File: src/rtl/core/rrpb_pkg.sv
// rrpb_pkg: shared types and constants of the round-robin pending bitmap
// request and response payloads, opcodes, register indexes, controller links
// no dependencies
`default_nettype none

package rrpb_pkg;

   localparam int FLAG_DEPTH  = 256;
   localparam int IDX_W       = $clog2(FLAG_DEPTH);
   localparam int CNT_W       = $clog2(FLAG_DEPTH + 1);
   localparam int CHUNK       = 8;
   localparam int CHUNK_SEL_W = $clog2(CHUNK);
   localparam int NCHUNK      = FLAG_DEPTH / CHUNK;
   localparam int CHUNK_W     = $clog2(NCHUNK);
   localparam int CSR_ADDR_W  = 1;
   localparam int CSR_DATA_W  = 9;

   localparam logic [2:0] OP_TEST      = 3'd0;
   localparam logic [2:0] OP_SET       = 3'd1;
   localparam logic [2:0] OP_CLEAR     = 3'd2;
   localparam logic [2:0] OP_SET_ALL   = 3'd3;
   localparam logic [2:0] OP_CLEAR_ALL = 3'd4;
   localparam logic [2:0] OP_TAKE      = 3'd5;
   localparam logic [2:0] OP_PEEK      = 3'd6;

   localparam logic [CSR_ADDR_W-1:0] CSR_LIST_SIZE = 1'b0;
   localparam logic [CSR_ADDR_W-1:0] CSR_READ_ONLY = 1'b1;

   typedef struct packed {
      logic [2:0] opcode;
      logic [7:0] bit_index;
   } req_type;

   typedef struct packed {
      logic       found;
      logic [7:0] result_index;
      logic       flag_value;
      logic [8:0] active_count;
   } rsp_type;

   typedef struct packed {
      logic load;
      logic step;
      logic commit;
   } cmd_type;

   typedef struct packed {
      logic op_long;
      logic last_chunk;
      logic rsp_free;
   } stat_type;

endpackage

`default_nettype wire

File: src/rtl/core/rrpb_ctrl.sv
// rrpb_ctrl: sequencing state machine of the pending bitmap
// drives datapath commands from request handshake and datapath status
// depends on rrpb_pkg
`default_nettype none

module rrpb_ctrl import rrpb_pkg::*; (
   input  wire logic     clock,
   input  wire logic     reset,
   input  wire logic     req_valid,
   output logic          req_ready,
   input  wire stat_type stat,
   output cmd_type       cmd
);

   localparam logic [1:0] S_IDLE   = 2'd0;
   localparam logic [1:0] S_RUN    = 2'd1;
   localparam logic [1:0] S_FINISH = 2'd2;

   logic [1:0] state_ff, state_in;

   always_comb begin
      state_in  = state_ff;
      cmd       = '0;
      req_ready = 1'b0;
      case (state_ff)
         S_IDLE: begin
            req_ready = 1'b1;
            if (req_valid) begin
               cmd.load = 1'b1;
               state_in = stat.op_long ? S_RUN : S_FINISH;
            end
         end
         S_RUN: begin
            cmd.step = 1'b1;
            if (stat.last_chunk) begin
               state_in = S_FINISH;
            end
         end
         S_FINISH: begin
            if (stat.rsp_free) begin
               cmd.commit = 1'b1;
               state_in   = S_IDLE;
            end
         end
         default: begin
            state_in = S_IDLE;
         end
      endcase
   end

   always_ff @(posedge clock) begin
      if (reset) begin
         state_ff <= S_IDLE;
      end else begin
         state_ff <= state_in;
      end
   end

endmodule

`default_nettype wire

File: src/rtl/core/rrpb_datapath.sv
// rrpb_datapath: flag store, scan pointer, set count, config and response register
// chunked scan and count units stepped by the controller
// depends on rrpb_pkg
`default_nettype none

module rrpb_datapath import rrpb_pkg::*; (
   input  wire logic                  clock,
   input  wire logic                  reset,
   input  wire req_type               req_data,
   input  wire logic                  rsp_ready,
   output logic                       rsp_valid,
   output rsp_type                    rsp_data,
   input  wire logic                  csr_we,
   input  wire logic [CSR_ADDR_W-1:0] csr_addr,
   input  wire logic [CSR_DATA_W-1:0] csr_wdata,
   input  wire cmd_type               cmd,
   output stat_type                   stat
);

   logic [FLAG_DEPTH-1:0] flags_ff, flags_in;
   logic [CNT_W-1:0]    count_ff, count_in;
   logic [IDX_W-1:0]    ptr_ff, ptr_in;
   logic [8:0]          list_size_ff;
   logic                read_only_ff;
   req_type             op_ff;
   logic [CHUNK_W-1:0]  chunk_ff;
   logic                found_a_ff, found_b_ff;
   logic [IDX_W-1:0]    idx_a_ff, idx_b_ff;
   logic [CNT_W-1:0]    acc_ff;
   logic                rsp_valid_ff;
   rsp_type             rsp_ff, rsp_in;

   logic [CNT_W-1:0]       size;
   logic [CNT_W-1:0]       start;
   logic [CHUNK-1:0]       chunk_bits, mask_a, mask_b, above;
   logic [CHUNK_SEL_W-1:0] lo_a, lo_b;
   logic [CNT_W-1:0]       above_cnt;
   logic                   idx_ok;
   logic                   scan_found;
   logic [IDX_W-1:0]       scan_idx;
   logic [CNT_W-1:0]       next_ptr;

   // effective size, zero taken as one, saturated at the store depth
   always_comb begin
      if (list_size_ff == '0) begin
         size = CNT_W'(1);
      end else if (list_size_ff > CNT_W'(FLAG_DEPTH)) begin
         size = CNT_W'(FLAG_DEPTH);
      end else begin
         size = list_size_ff;
      end
      start = ({1'b0, ptr_ff} < size) ? {1'b0, ptr_ff} : '0;
   end

   // one chunk of the scan and count per step
   always_comb begin
      logic [CNT_W-1:0] bit_idx;
      chunk_bits = flags_ff[{chunk_ff, {CHUNK_SEL_W{1'b0}}} +: CHUNK];
      mask_a     = '0;
      mask_b     = '0;
      above      = '0;
      above_cnt  = '0;
      lo_a       = '0;
      lo_b       = '0;
      for (int j = 0; j < CHUNK; j++) begin
         bit_idx   = {1'b0, chunk_ff, CHUNK_SEL_W'(j)};
         mask_b[j] = chunk_bits[j] && (bit_idx < size);
         mask_a[j] = mask_b[j] && (bit_idx >= start);
         above[j]  = chunk_bits[j] && (bit_idx >= size);
         above_cnt = above_cnt + CNT_W'(above[j]);
      end
      for (int j = CHUNK - 1; j >= 0; j--) begin
         if (mask_a[j]) lo_a = CHUNK_SEL_W'(j);
         if (mask_b[j]) lo_b = CHUNK_SEL_W'(j);
      end
   end

   assign scan_found = found_a_ff || found_b_ff;
   assign scan_idx   = found_a_ff ? idx_a_ff : (found_b_ff ? idx_b_ff : '0);
   assign idx_ok     = {1'b0, op_ff.bit_index} < size;
   assign next_ptr   = {1'b0, scan_idx} + CNT_W'(1);

   // effect of the held request at commit
   always_comb begin
      flags_in = flags_ff;
      count_in = count_ff;
      ptr_in   = ptr_ff;
      rsp_in   = '0;
      case (op_ff.opcode)
         OP_TEST: begin
            rsp_in.flag_value = idx_ok && flags_ff[op_ff.bit_index];
         end
         OP_SET: begin
            if (!read_only_ff && idx_ok && !flags_ff[op_ff.bit_index]) begin
               flags_in[op_ff.bit_index] = 1'b1;
               count_in = count_ff + CNT_W'(1);
            end
         end
         OP_CLEAR: begin
            if (!read_only_ff && idx_ok && flags_ff[op_ff.bit_index]) begin
               flags_in[op_ff.bit_index] = 1'b0;
               count_in = count_ff - CNT_W'(1);
            end
         end
         OP_SET_ALL: begin
            ptr_in = '0;
            if (!read_only_ff) begin
               for (int i = 0; i < FLAG_DEPTH; i++) begin
                  if (CNT_W'(i) < size) flags_in[i] = 1'b1;
               end
               count_in = size + acc_ff;
            end
         end
         OP_CLEAR_ALL: begin
            ptr_in = '0;
            if (!read_only_ff) begin
               flags_in = '0;
               count_in = '0;
            end
         end
         OP_TAKE: begin
            rsp_in.found        = scan_found;
            rsp_in.result_index = scan_idx;
            if (scan_found) begin
               if (!read_only_ff) begin
                  flags_in[scan_idx] = 1'b0;
                  count_in = count_ff - CNT_W'(1);
               end
               ptr_in = (next_ptr >= size) ? '0 : next_ptr[IDX_W-1:0];
            end
         end
         OP_PEEK: begin
            rsp_in.found        = scan_found;
            rsp_in.result_index = scan_idx;
         end
         default: begin
         end
      endcase
      rsp_in.active_count = count_in;
   end

   always_ff @(posedge clock) begin
      if (reset) begin
         flags_ff     <= '0;
         count_ff     <= '0;
         ptr_ff       <= '0;
         list_size_ff <= 9'(FLAG_DEPTH);
         read_only_ff <= 1'b0;
         rsp_valid_ff <= 1'b0;
      end else begin
         if (csr_we) begin
            case (csr_addr)
               CSR_LIST_SIZE: list_size_ff <= csr_wdata;
               CSR_READ_ONLY: read_only_ff <= csr_wdata[0];
               default: begin
               end
            endcase
         end
         if (cmd.commit) begin
            flags_ff     <= flags_in;
            count_ff     <= count_in;
            ptr_ff       <= ptr_in;
            rsp_valid_ff <= 1'b1;
         end else if (rsp_ready) begin
            rsp_valid_ff <= 1'b0;
         end
      end
   end

   always_ff @(posedge clock) begin
      if (cmd.load) begin
         op_ff      <= req_data;
         chunk_ff   <= '0;
         found_a_ff <= 1'b0;
         found_b_ff <= 1'b0;
         idx_a_ff   <= '0;
         idx_b_ff   <= '0;
         acc_ff     <= '0;
      end else if (cmd.step) begin
         chunk_ff <= chunk_ff + CHUNK_W'(1);
         acc_ff   <= acc_ff + above_cnt;
         if (!found_a_ff && (mask_a != '0)) begin
            found_a_ff <= 1'b1;
            idx_a_ff   <= {chunk_ff, lo_a};
         end
         if (!found_b_ff && (mask_b != '0)) begin
            found_b_ff <= 1'b1;
            idx_b_ff   <= {chunk_ff, lo_b};
         end
      end
      if (cmd.commit) begin
         rsp_ff <= rsp_in;
      end
   end

   assign stat.op_long    = (req_data.opcode inside {OP_SET_ALL, OP_TAKE, OP_PEEK});
   assign stat.last_chunk = (chunk_ff == CHUNK_W'(NCHUNK - 1));
   assign stat.rsp_free   = !rsp_valid_ff || rsp_ready;

   assign rsp_valid = rsp_valid_ff;
   assign rsp_data  = rsp_ff;

   a_count_bound: assert property (@(posedge clock) disable iff (reset)
      count_ff <= CNT_W'(FLAG_DEPTH))
      else $error("set count above store depth");

   a_commit_shows: assert property (@(posedge clock) disable iff (reset)
      cmd.commit |=> rsp_valid_ff)
      else $error("commit did not raise the response");

   a_commit_slot: assert property (@(posedge clock) disable iff (reset)
      cmd.commit |-> (!rsp_valid_ff || rsp_ready))
      else $error("commit overwrote an untaken response");

   a_not_found_zero: assert property (@(posedge clock) disable iff (reset)
      (rsp_valid_ff && !rsp_ff.found) |-> (rsp_ff.result_index == '0))
      else $error("index reported without a hit");

endmodule

`default_nettype wire

File: src/rtl/core/round_robin_pending_bitmap.sv
// round_robin_pending_bitmap: top level of the round-robin pending flag store
// joins the sequencing controller and the datapath
// depends on rrpb_pkg, rrpb_ctrl, rrpb_datapath
//
// usage
//   req_valid/req_ready/req_data carry one request (opcode, bit_index)
//   rsp_valid/rsp_ready/rsp_data return one response per request, in order
//   csr_we/csr_addr/csr_wdata write list_size (index 0) or read_only (index 1)
//   at once, no wait state; write only while no request is outstanding
// timing
//   one request at a time; the request is held, then committed
//   test, set, clear, clear all: go from acceptance straight to the finish
//   state, which commits once the response slot is free
//   set all, take, peek: first run the 32 steps of the chunk scan/count unit
//   that walks the 256 flags 8 at a time, then finish and commit alike;
//   the next request is taken the cycle after the commit
// reset
//   synchronous, active high: flags, count and pointer cleared,
//   list_size back to 256, read_only off, no response pending
// stalls
//   the response register holds its request's result while rsp_ready is low;
//   a new request is still accepted and worked on, and waits for the slot
//   before it commits, so nothing is lost or overwritten
`default_nettype none

module round_robin_pending_bitmap import rrpb_pkg::*; (
   input  wire logic                  clock,
   input  wire logic                  reset,
   input  wire logic                  req_valid,
   output logic                       req_ready,
   input  wire req_type               req_data,
   output logic                       rsp_valid,
   input  wire logic                  rsp_ready,
   output rsp_type                    rsp_data,
   input  wire logic                  csr_we,
   input  wire logic [CSR_ADDR_W-1:0] csr_addr,
   input  wire logic [CSR_DATA_W-1:0] csr_wdata
);

   // command and status between sequencer and datapath
   cmd_type  cmd;
   stat_type stat;

   // sequencer: idle, chunk run for scans and set all, finish and commit
   rrpb_ctrl u_ctrl (
      .clock     (clock),
      .reset     (reset),
      .req_valid (req_valid),
      .req_ready (req_ready),
      .stat      (stat),
      .cmd       (cmd)
   );

   // flag store, pointer, count, config and response register
   rrpb_datapath u_datapath (
      .clock     (clock),
      .reset     (reset),
      .req_data  (req_data),
      .rsp_ready (rsp_ready),
      .rsp_valid (rsp_valid),
      .rsp_data  (rsp_data),
      .csr_we    (csr_we),
      .csr_addr  (csr_addr),
      .csr_wdata (csr_wdata),
      .cmd       (cmd),
      .stat      (stat)
   );

endmodule

`default_nettype wire
File: config.mk
export PLATFORM = sky130hd
export DESIGN_NAME = round_robin_pending_bitmap
export DESIGN_NICKNAME = d
export VERILOG_FILES = /design/src/rtl/core/rrpb_pkg.sv /design/src/rtl/core/rrpb_ctrl.sv /design/src/rtl/core/rrpb_datapath.sv /design/src/rtl/core/round_robin_pending_bitmap.sv
export SDC_FILE = /design/constraint.sdc
export NUM_CORES = 2
export LEC_CHECK = 0
export BUFFER_PORTS_ARGS = -buffer_cell sky130_fd_sc_hd__buf_2
export CORE_AREA = 2 2 263 265
export CTS_CLUSTER_SIZE = 14
export DETAILED_ROUTE_END_ITERATION = 6
export DIE_AREA = 0 0 265 267
export PLACE_DENSITY = 0.69
export SYNTH_ARGS = -nofsm -noshare
export SYNTH_HDL_FRONTEND = slang
export SYNTH_SLANG_ARGS = --single-unit
File: constraint.sdc
create_clock -name clock -period 7.45 [get_ports clock]
set_clock_uncertainty 0.1 [all_clocks]
set_input_delay 0.3725 -clock clock [delete_from_list [all_inputs] [get_ports clock]]
set_output_delay 0.3725 -clock clock [all_outputs]
set_load 0.03 [all_outputs]
==> impl_metrics.yaml <==
status:
  status: "complete, but fails checks"
  violations: "DRC"
route:
  drt_iter0_markers: 7477
  routed-wl-met2_mm: 61.7
  vias: 37200
  finalWirelength_mm: 163
  via_per_inst: 7.63
  top_layer_used: "met5"
  drc: 6
  drt-wirelength-per-cell_microns: 33.5
  route.met3.wl_mm: 29.7
  ant_nets: 0
  drt_first_pass_iters: 7
  met1_length_mm: 56.2
setup_path:
  crit_path_end_kind: "flip-flop"
  slowest_delay_ns: 0.55
  arrival_ns: 6.95
  worstPathBufferInverterCount: 5
  critPathTopFamily: "adder cells"
  setup.worst_path.class: "flip-flop to flip-flop"
  start_kind: "flip-flop"
  required_ns: 7.84
  crit_path_top_delay_cell: "fa_1"
  reg2reg_slack_ns: 0.89
  critPathMaxFanout: 17
floorplan:
  fp.dieH_microns: 267
  coreArea_sq_um: 68000
  initial_core_util_pct: 44.7
  fp.dieW_microns: 265
  rows: 96
  io_pins: 47
  die_area_sq_um: 70800
yosys:
  synth_area_leader_cell: "dfxtp_1"
  netlist_instances: 4117
  synthFlopType: "dfxtp_1"
  synth.area.top_cells: "dfxtp_1 21%, nand2_1 8.2%, mux4_2 7.9%"
  seq_area_frac_synth_pct: 23.9
  synth_top_area_share_pct: 20.9
  avgSynthCellArea_sq_um: 7.38
  synth_edf_count: 30
  async_flop_share_pct: 0
  synth.distinct_cells: 91
  ys_ff_latch: 348
  syn_area_sq_um: 30400
  syn-num-nets: 4212
  yosysWarnings: 0
clock_network:
  root_buffer: "clkbuf_16"
  clk_pin_slew_worst_paths_ns: 0.06
  cts.sinks: 348
  h-tree-depth: 2
  clk-insertion-delay-late_ns: 0.65
  cts_tree: "yes"
  cts_buffer_depth: 3
  cts-buffers-inserted: 45
  cts_resized: 0
pwr:
  p_int_mw: 3.84
  seq_power_share_pct: 35.6
  pwr-share-comb_pct: 24.8
  swShare_pct: 36.5
  p_switching_mw: 2.21
  power.density_nw_per_um2: 183
  p_leak_nw: 10.8
  p_clk_share_pct: 39.6
  vdd_drop_max_mv: 0.153
sta:
  max_slew_margin_pct: 0.883
  slew_violations: 0
  rsz0062_at_grt: "false"
  worst_pin_slew_ns: 1.49
  final_hold_viol_count: 0
  min_period_ns: 6.56
  finalCritPeriodShare_pct: 88.0
  final.setup.worst_slack_ns: 0.892
  tns_ns: 0
  max_freq_mhz: 152
  setup_viol: 0
  holdWs_ns: 0.128
global_routing:
  grt_pass1_wl_mm: 234
  grt-ovfl-total: 0
  grt_pass1_vias: 33200
  grtUsageTotal_pct: 44.7
  grt_max_degree: 143
  antenna_found_initial: 16
placement:
  place_inst: 4762
  io_buffers: 46
  place.detailed.hpwl_mm: 103
  gp_congestion: 1.09
  pre_cts_slack_ns: 0.983
finish:
  syn2layout_area_growth_pct: 8.57
  layout.nets: 4048
  final.fill_count: 6674
  layout-drive-gt1-share_pct: 11.6
  stdcell_count: 4876
worst_hold_path:
  hold_path.class: "input port to flip-flop"
run:
  maxCapViolCount: 0
## synthesized netlist by cell type (all sizes together), types with 93 or more instances
master and number:
a31oi 253, mux4 107, buf 102, a311oi 134, clkbuf 329, mux2i 93
a211oi 226, o21ai 404, nand2 665, a21oi 456, nor2 258, dfxtp 318
## power groups by stage
stage	sequential, mW	combinational, mW	clock (mW)
final	2.15	1.50	2.39
after global routing	2.15	1.56	2.45
after CTS	2.13	1.41	2.36
after detailed placement	2.17	1.40	0
after global placement	2.17	1.39	0
after floorplan	2.07	1.08	0
## through the flow
| stage | util (%) | area, sq um | power, mW |
|---|---|---|---|
| final | 48.5 | 33000 | 6.04 |
| after global routing | 48.5 | 33000 | 6.15 |
| after CTS | 48.5 | 33000 | 5.91 |
| after detailed placement | 45.9 | 31200 | 3.57 |
| after global placement | 45.9 | 31200 | 3.56 |
| after floorplan | - | 30400 | 3.15 |
## routing by layer
metal,up-vias,global-route usage (%)
met5,-,1.25
met4,20,33.0
met3,1017,21.2
met2,3735,59.6
met1,17100,55.3
li1,15300,-
## worst register-to-register path, cell delays in order (launching register included)
cell	delay [ns]
dfxtp_1	0.31
inv_1	0.36
nand2_1	0.44
inv_1	0.14
buf_4	0.29
ha_1	0.29
nor3b_1	0.14
o21ai_0	0.19
a21oi_1	0.11
or2_2	0.30
nor2b_1	0.14
ha_1	0.29
inv_1	0.05
fa_1	0.52
fa_1	0.55
inv_1	0.05
fa_1	0.46
ha_1	0.24
fa_1	0.42
a21o_1	0.21
a21oi_1	0.22
nor2b_1	0.07
o211a_1	0.23
nand3_1	0.10
xor2_1	0.15
nor2_1	0.05
## flip-flops by register name (all words and copies together), names as in the netlist
signal,flops
u_datapath.flags_ff,256
u_datapath.ptr_ff,8
u_datapath.found_b_ff,1
u_datapath.chunk_ff,5
u_datapath.rsp_valid,1
u_datapath.count_ff,9
u_ctrl.state_ff,2
u_datapath.acc_ff,9
u_datapath.idx_b_ff,8
u_datapath.list_size_ff,9
u_datapath.idx_a_ff,8
u_datapath.found_a_ff,1
u_datapath.read_only_ff,1
u_datapath.op_ff,11
u_datapath.rsp_data,19
## repair_timing
item / in CTS / in global routing
hold endpoints to repair: 23 / 0
endpoints found under the setup margin: 0 / 0
setup buffers: 0 / 0
hold buffers: 25 / 0
## placed cells by master, fill, tap and decap left out, types with 21 or more instances in the layout
cell / count
ha_1: 64
buf_2: 45
a21oi_1: 451
dfxtp_1: 315
nand2b_1: 21
buf_4: 143
and2_1: 21
mux2i_1: 93
dlygate4sd3_1: 25
mux4_2: 107
a31oi_1: 252
inv_1: 49
nand2_1: 665
o221ai_1: 67
a311oi_1: 132
a211oi_1: 226
clkbuf_16: 47
nor3_1: 45
a21o_1: 23
nor2b_1: 45
a22oi_1: 34
o211ai_1: 35
edfxtp_1: 30
nor2_1: 238
nand3_1: 76
o21ai_0: 387
## final timing paths
kind,cells after the start,to,startpoint
setup / recovery,25,u_datapath.acc_ff[8],u_datapath.list_size_ff[8]
hold / removal,4,u_datapath.list_size_ff[0],csr_addr
setup reg to reg,25,u_datapath.acc_ff[8],u_datapath.list_size_ff[8]
hold reg to reg,2,u_datapath.idx_a_ff[4],u_datapath.idx_a_ff[4]
## cell families after synthesis
kind of cell / after synthesis / synth area share [%]
compound gates: 1744 / 36.2
xor+xnor: 26 / 0.749
fa+ha+maj: 69 / 2.96
buf+inv: 483 / 7.29
flops: 348 / 23.9
mux: 204 / 11.1
simple gates: 1243 / 17.7
## cell type report
cell class | instances | area [sq um] | share of cell area [%]
inverters | 52 | 195 | 0.592
repair buffers | 220 | 1680 | 5.09
flip-flops and latches | 348 | 7280 | 22.0
clock buffers | 57 | 1230 | 3.74
well taps | 882 | 1100 | 3.34
multi-input cells | 3286 | 21200 | 64.3
diodes | 5 | 12.5 | 0.0379
clock inverters | 26 | 295 | 0.895
No activity file was read; power rests on OpenSTA's default activity.
